[config.mk]
export PLATFORM = sky130hd
export DESIGN_NAME = ckbm_window
export DESIGN_NICKNAME = d
export VERILOG_FILES = /design/src/design/canonical_kmer_background_match_top_assert.svh /design/src/design/ckbm_pkg.sv /design/src/design/ckbm_window.sv
export SDC_FILE = /design/constraint.sdc
export NUM_CORES = 1
export LEC_CHECK = 0
export ABC_AREA = 1
export BUFFER_PORTS_ARGS = -buffer_cell sky130_fd_sc_hd__buf_2
export CAP_MARGIN = 20
export CORE_ASPECT_RATIO = 0.7
export CORE_MARGIN = 2
export CORE_UTILIZATION = 55
export DETAILED_ROUTE_END_ITERATION = 6
export PLACE_DENSITY = 0.74
export SLEW_MARGIN = 20
export SYNTH_ARGS = -nofsm -noshare
export SYNTH_HDL_FRONTEND = slang
export SYNTH_SLANG_ARGS = --single-unit
[constraint.sdc]
create_clock -name clk_i -period 2.8 [get_ports clk_i]
set_clock_uncertainty 0.2 [all_clocks]
set_input_delay 0.14 -clock clk_i [delete_from_list [all_inputs] [get_ports clk_i]]
set_output_delay 0.14 -clock clk_i [all_outputs]
set_load 0.01 [all_outputs]
[src/design/canonical_kmer_background_match_top_assert.svh]
// Assertion macros used by ckbm_table. Clock clk_i, reset rst_ni.
`ifndef CANONICAL_KMER_BACKGROUND_MATCH_TOP_ASSERT_SVH
`define CANONICAL_KMER_BACKGROUND_MATCH_TOP_ASSERT_SVH

// Property holds at every edge outside reset.
`define ASSERT_HOLDS(lbl, prop, msg) \
  lbl: assert property (@(posedge clk_i) disable iff (!rst_ni) (prop)) else $error(msg);

// Cause at one edge implies effect at the next edge.
`define ASSERT_NEXT(lbl, cause, effect, msg) \
  lbl: assert property (@(posedge clk_i) disable iff (!rst_ni) (cause) |=> (effect)) \
    else $error(msg);

`endif

[src/design/ckbm_pkg.sv]
package ckbm_pkg;

  localparam int KMER_LEN      = 31;
  localparam int KW            = 2 * KMER_LEN;
  localparam int OUT_W         = 62;
  localparam int FILL_W        = 5;
  localparam int BG_TABLE_SIZE = 1048576;
  localparam int ADDR_W        = $clog2(BG_TABLE_SIZE);

  localparam logic [ADDR_W-1:0] ADDR_MAX   = ADDR_W'(BG_TABLE_SIZE - 1);
  localparam logic [FILL_W-1:0] FILL_FULL  = FILL_W'(KMER_LEN);
  localparam logic [7:0]        CH_LOWER_A = 8'h61;

  localparam logic [1:0] CODE_A = 2'd0;
  localparam logic [1:0] CODE_C = 2'd1;
  localparam logic [1:0] CODE_G = 2'd2;
  localparam logic [1:0] CODE_T = 2'd3;

  localparam logic REG_BG_ENABLE = 1'b0;

  typedef struct packed {
    logic       ok;
    logic [1:0] code;
  } base_code_t;

  // Stage after the window: at most one table access per item.
  typedef struct packed {
    logic          rd;
    logic          wr;
    logic [KW-1:0] canon;
  } s1_t;

  // Stage after the table read.
  typedef struct packed {
    logic          valid;
    logic          match;
    logic [KW-1:0] canon;
  } s2_t;

  function automatic base_code_t base_code(input logic [7:0] ch);
    base_code_t r;
    r.ok   = 1'b1;
    r.code = CODE_A;
    case (ch)
      "A", "a": r.code = CODE_A;
      "C", "c": r.code = CODE_C;
      "G", "g": r.code = CODE_G;
      "T", "t": r.code = CODE_T;
      default:  r.ok   = 1'b0;
    endcase
    return r;
  endfunction

endpackage

[src/design/ckbm_window.sv]
module ckbm_window
  import ckbm_pkg::*;
(
  input  logic       clk_i,
  input  logic       rst_ni,
  input  logic       accept_i,
  input  logic       adv_i,
  input  logic       func_i,
  input  logic [7:0] base_i,
  input  logic       read_start_i,
  output s1_t        s1_o
);

  logic [KW-1:0]     fwd_q, fwd_d, rev_q, rev_d, fwd_0, rev_0, canon;
  logic [FILL_W-1:0] fill_q, fill_d, fill_0;
  base_code_t        bc;
  logic              full;
  s1_t               s1_q, s1_d;

  always_comb begin
    bc     = base_code(base_i);
    fwd_0  = read_start_i ? '0 : fwd_q;
    rev_0  = read_start_i ? '0 : rev_q;
    fill_0 = read_start_i ? '0 : fill_q;
    fwd_d  = fwd_q;
    rev_d  = rev_q;
    fill_d = fill_q;
    if (accept_i) begin
      if (bc.ok) begin
        fwd_d  = {fwd_0[KW-3:0], bc.code};
        rev_d  = {~bc.code, rev_0[KW-1:2]};
        fill_d = (fill_0 < FILL_FULL) ? fill_0 + FILL_W'(1) : fill_0;
      end else begin
        fwd_d  = '0;
        rev_d  = '0;
        fill_d = '0;
      end
    end
    full  = accept_i && bc.ok && (fill_d == FILL_FULL);
    canon = (fwd_d >= rev_d) ? fwd_d : rev_d;
    s1_d.canon = canon;
    s1_d.rd    = full && !func_i;
    s1_d.wr    = full && func_i && (base_i < CH_LOWER_A) && (canon[ADDR_W-1:0] != '0);
  end

  always_ff @(posedge clk_i or negedge rst_ni) begin
    if (!rst_ni) begin
      fwd_q  <= '0;
      rev_q  <= '0;
      fill_q <= '0;
      s1_q   <= '0;
    end else begin
      fwd_q  <= fwd_d;
      rev_q  <= rev_d;
      fill_q <= fill_d;
      if (adv_i) begin
        s1_q <= s1_d;
      end
    end
  end

  assign s1_o = s1_q;

endmodule

; ---- Word level (Yosys, flattened, before mapping)
; Cells that the tools add are included.
[word_totals]
regBits = 193
in_bits = 14
wordCells = 45
output_inout_bits = 64
[classes]
bitwise = 1
mux = 13
add_sub_neg = 1
magnitude_cmp = 3
n_eq_ne = 9
reduce_logical = 12
[op_table]
columns = cell, count
row1 = 62-bit two-way mux, 6
row2 = "8-bit by 7-bit == test with 1-bit output, second input constant", 8
row3 = 62-bit greater-or-equal comparator, 1
row4 = 60-bit two-way mux, 1
row5 = 5-bit two-way mux, 4
row6 = 20-bit nonzero test, 1
row7 = "8-bit by 7-bit < comparator with 1-bit output, second input constant", 1
row8 = 8-bit OR reduction, 1
row9 = 1-bit logical AND, 6
row10 = 2-bit one-hot mux with 3 select lines, 1
row11 = 2-bit OR reduction, 3
row12 = "5-bit by 1-bit adder with 5-bit output, second input constant", 1
row13 = "5-bit == test, second input constant", 1
row14 = "5-bit < comparator, second input constant", 1
row15 = 2-bit inverter, 1
row16 = 1-bit logical NOT, 1
row17 = 1-bit two-way mux, 1

; ---- Longest topological paths before layout
[logic_depth]
ltp_word = 10
depth_mapped = 32
ltp_nobuf = 29

; ---- Worst setup path after synthesis
; Ideal clock, no wire load.
[synth_timing]
path_kind = input -> register
from = in read_start_i
to = reg s1_q, in the netlist s1_o[62]
t_arrival_ns = 3.014
setup_slack_ns = -0.530
path_buffers = 6
setup_time_ns = 0.116
required_ns = 2.484
stages = 28
path_cell_list = buf_2 inv_2 buf_4 buf_2 clkbuf_1 nand2_1 o21ai_0 ha_1 nand2_1 inv_2 nand2_2 nor2_1 nand2_1 nor2_1 nand2_2 nand3_4 nor2_8 nand2_4 buf_6 buf_8 nand2_1 nand2_1 nor2_1 nand2_1 nor2_1 nand3_1 nand2_1 nand2_1
[synth_via]
word_cells_on_any_way = 20
classes_between = add/sub (1) / order compare (2) / eq/ne (1) / mux (11) / reduce/logical (5)
[synth_lines]
columns = item, line
row1 = from (decl), ckbm_window.sv:10  ; input logic read_start_i,
row2 = 60-bit two-way mux, ckbm_window.sv:22  ; fwd_0 = read_start_i ? '0 : fwd_q;
row3 = 62-bit two-way mux, ckbm_window.sv:29  ; if (bc.ok) begin
row4 = 62-bit two-way mux, ckbm_window.sv:28  ; if (accept_i) begin
row5 = via fwd_d[37], ckbm_window.sv:14  ; logic [KW-1:0] fwd_q, fwd_d, rev_q, rev_d, fwd_0, rev_0, canon;
row6 = 62-bit greater-or-equal comparator, ckbm_window.sv:40  ; canon = (fwd_d >= rev_d) ? fwd_d : rev_d;
row7 = 62-bit two-way mux, ckbm_window.sv:40
row8 = 20-bit nonzero test, ckbm_window.sv:43  ; s1_d.wr = full && func_i && (base_i < CH_LOWER_A) && (canon[ADDR_W-1:0] != '0);
row9 = 1-bit logical AND, ckbm_window.sv:43
row10 = to (signal assigned), ckbm_window.sv:51  ; s1_q <= '0;
row11 = to (signal assigned), ckbm_window.sv:57  ; s1_q <= s1_d;
row12 = to (decl), ckbm_window.sv:18  ; s1_t s1_q, s1_d;
; The timed path passes the listed nets, and every way through them passes these cells.
; A chain may end at the register's enable or synchronous reset.

; ---- Final worst setup path
[layout_timing]
from = in base_i[7]
to = reg s1_q, in the netlist s1_o[62]
[layout_via]
word_cells_on_any_way = 31
classes_between = order compare (2) / eq/ne (9) / mux (9) / bitwise (1) / reduce/logical (10)
[layout_lines]
columns = item, line
row1 = from (decl), ckbm_window.sv:9  ; input logic [7:0] base_i,
row2 = 8-bit by 7-bit == test with 1-bit output, ckbm_pkg.sv:44  ; case (ch)
row3 = 8-bit OR reduction (no line) *, n/a
row4 = 1-bit two-way mux *, ckbm_pkg.sv:44
row5 = 62-bit two-way mux *, ckbm_window.sv:29
row6 = 62-bit two-way mux *, ckbm_window.sv:28
row7 = via rev_d[16], ckbm_window.sv:14
row8 = 62-bit greater-or-equal comparator, ckbm_window.sv:40
row9 = 62-bit two-way mux *, ckbm_window.sv:40
row10 = 20-bit nonzero test *, ckbm_window.sv:43
row11 = 1-bit logical AND *, ckbm_window.sv:43
; The timed path passes the listed nets; every way through them passes the cells marked *.

==> metrics.csv <==
stage;metric;value;unit
cells_and_area;seqCellArea;4830;um2
timing;slew_headroom;55.7;%
timing;hold_slack;0.0346;ns
logic_synthesis;syn_area;10400;um2
placed_design;io_buffers;77;
setup_path;cp_slowest_cell;ha_1;
logic_synthesis;synth_most_common_cell;nand2_1;
cells_and_area;synthToLayoutAreaGrowth;46.2;%
cells_and_area;fillers;930;
cells_and_area;fin_cells;1856;
power_and_ir_drop;p_total;6.02;mW
placed_design;dpl.hpwl;21100;um
min_path;worstHoldPathType;primary input to flop;
routing;dr.pass1.iters;6;
power_and_ir_drop;p_int;4.34;mW
die;rows;41;
cts;numCtsBuffers;17;
cts;clock_latency;0.46;ns
cts;root_buffer;clkbuf_16;
die;die_height;119;um
timing;maxClockFrequency;0.278;GHz
timing;hold_viol_final;0;
timing;min_period_over_period;128;%
logic_synthesis;synth_cells;1300;
logic_synthesis;seq_area_frac_synth;46.5;%
routing;wl_per_cell;20.6;um
grt;grt_max_degree;67;
logic_synthesis;netlist_top_cells_area;dfrtp_1, nand2_1, ha_1;
setup_path;max_stage_delay;0.31;ns
timing;fin_crit;3.60;ns
setup_path;crit_required;2.95;ns
setup_path;critPathMostFrequentCell;nand2_1;
setup_path;arrival;3.74;ns
grt;grt_pass1_wl;53200;um
power_and_ir_drop;powerDensity;397;nW/um2
placed_design;gp_routability_congestion;0.885;
setup_path;timing.critical_path.from_type;primary input;
routing;vias;11200;
cts;htree_levels;4;
cells_and_area;final_nets;1684;
setup_path;worstSetupPathType;primary input to flop;
placed_design;place_inst;1776;
timing;rsz0062_at_grt;true;
placed_design;dpl_worst_slack;-1.10;ns
die;die_area;20000;um2
setup_path;critPathCaptureType;flop;
logic_synthesis;synth_edf_count;0;
timing;final.setup.worst_slack;-0.796;ns
logic_synthesis;synth_seq_cells;193;
cts;clock_path_buffers;2;
cts;clk_pin_slew;0.08;ns
routing;drcViolationCount;0;
power_and_ir_drop;power_switching;1.67;mW
cts;numClockSinks;193;
grt;antenna_found_initial;0;
logic_synthesis;synth_top_area_share;46.5;%
flow_run;maxCapViolations;0;
logic_synthesis;yosysTopAreaCell;dfrtp_1;
logic_synthesis;synth_flop_cell;dfrtp_1;
routing;drtIter0Drc;1430;
power_and_ir_drop;power_frac_clock;42.0;%
timing;setup_viol;63;
cells_and_area;post-route-util;83.1;%
logic_synthesis;synth_cell_types;41;
die;start_util;56.8;%
power_and_ir_drop;p_leak;7.38;nW
status;run_status;finished, violations left;
logic_synthesis;async_flop_share;100;%
logic_synthesis;ys_warn_count;0;
cells_and_area;fin_area;15200;um2
logic_synthesis;synth_nets;1377;
cells_and_area;diodes;0;
power_and_ir_drop;comb_power_share;10.7;%
routing;wirelength;38300;um
grt;track_usage;33.5;%
timing;max_slew.worst_pin.slew;0.664;ns
die;io_pins;78;
logic_synthesis;ys_top_cells_by_count;nand2_1, dfrtp_1, inv_1, o21ai_0, nor2_1;
placed_design;placed_area;13100;um2
power_and_ir_drop;seq_power_share;47.4;%
die;fp.coreArea;18300;um2
status;violations;setup timing;
power_and_ir_drop;switching_share;27.8;%
cells_and_area;layout-drive-gt1-share;37.2;%
grt;grt-ovfl-total;0;
timing;tns;-34.28;ns
routing;postRouteAntennaNets;0;
cts;cts_tree;built;
logic_synthesis;avgSynthCellArea;7.99;um2
grt;grt_pass1_vias;10600;
die;die_w;168;um
power_and_ir_drop;ir_drop;0.485;mV
timing;final_max_slew_viol_count;0;
routing;viasPerCell;6.03;
setup_path;critPathMaxFanout;19;
cells_and_area;multi_input_comb_area;5710;um2
-- critical path, delay by kind of cell --
kind / cells / cell delay (ns)
fa+ha+maj: 1 / 0.31
simple gates: 19 / 1.86
buf+inv: 8 / 0.93
compound gates: 2 / 0.50
-- power groups by stage --
stage	registers [mW]	logic, mW	clock network (mW)
floorplan	2.92	0.228	0
detailed placement	2.90	0.486	0
finish	2.85	0.642	2.53
global placement	2.90	0.475	0
global route	2.85	0.676	2.62
CTS	2.85	0.549	2.50
-- kinds of logic (layout without fill, tap and decap cells) --
group,after synthesis,count (layout),share of synthesized area (%)
simple gates,503,505,20.2
compound gates,276,276,15.4
buf+inv,265,583,10.3
flops,193,193,46.5
fa+ha+maj,63,63,7.59
-- final cells by class --
class / instances / area share (%)
Multi-Input combinational cell: 844 / 37.6
Sequential cell: 193 / 31.8
Timing Repair Buffer: 352 / 19.7
Inverter: 199 / 5.05
Clock buffer: 18 / 2.89
Tap cell: 236 / 1.95
Clock inverter: 14 / 0.956
-- what timing repair did --
| action | 4_1_cts | 5_1_grt |
|---|---|---|
| gates cloned | 3 | 5 |
| pin swaps | 38 | 65 |
| setup buffers | 29 | 11 |
| setup endpoints to repair | 63 | 64 |
| endpoints found under the hold margin | 90 | 0 |
| resized for setup | 113 | 139 |
| hold buffers | 5 | 0 |
-- final timing paths --
check / cells after the start / endpoint / slack, ns / start
setup / recovery: 30 / s1_o[62] / -0.80 / base_i[7]
hold / removal: 4 / s1_o[16] / 0.03 / adv_i
setup reg to reg: 21 / s1_o[62] / -0.67 / fwd_q[16]
hold reg to reg: 2 / s1_o[10] / 0.28 / s1_o[10]
max in group asynchronous: 3 / s1_o[23] / 1.52 / rst_ni
min in group asynchronous: 2 / rev_q[35] / 0.04 / rst_ni
-- layer usage --
layer | part of all wire [%] | vias up | track usage, %
li1 | - | 4805 | -
met5 | 0 | - | 0
met1 | 39 | 5366 | 46.6
met3 | 11 | 195 | 6.38
met2 | 46 | 829 | 52.5
met4 | 4.5 | 0 | 12.2
-- state kept, by name (all words and copies together), names as in the netlist --
register / cells
fill_q: 5
s1_o: 64
fwd_q: 62
rev_q: 62
-- cells in the final DEF, fill, tap and decap left out, types with 10 or more instances in the layout --
cell	instances
nand2_2	33
nand3_2	16
clkbuf_16	21
dfrtp_1	193
o21ai_0	28
nand2_4	10
nor2_1	79
a31oi_1	11
o21ai_1	78
inv_1	178
ha_4	14
buf_12	21
o21ai_2	31
buf_2	73
a21oi_1	21
nor2_2	11
o22ai_2	28
buf_4	219
buf_6	19
o21a_1	24
nand2_1	317
o22ai_4	16
inv_2	17
ha_1	49
(Power assumes the default switching activity.)
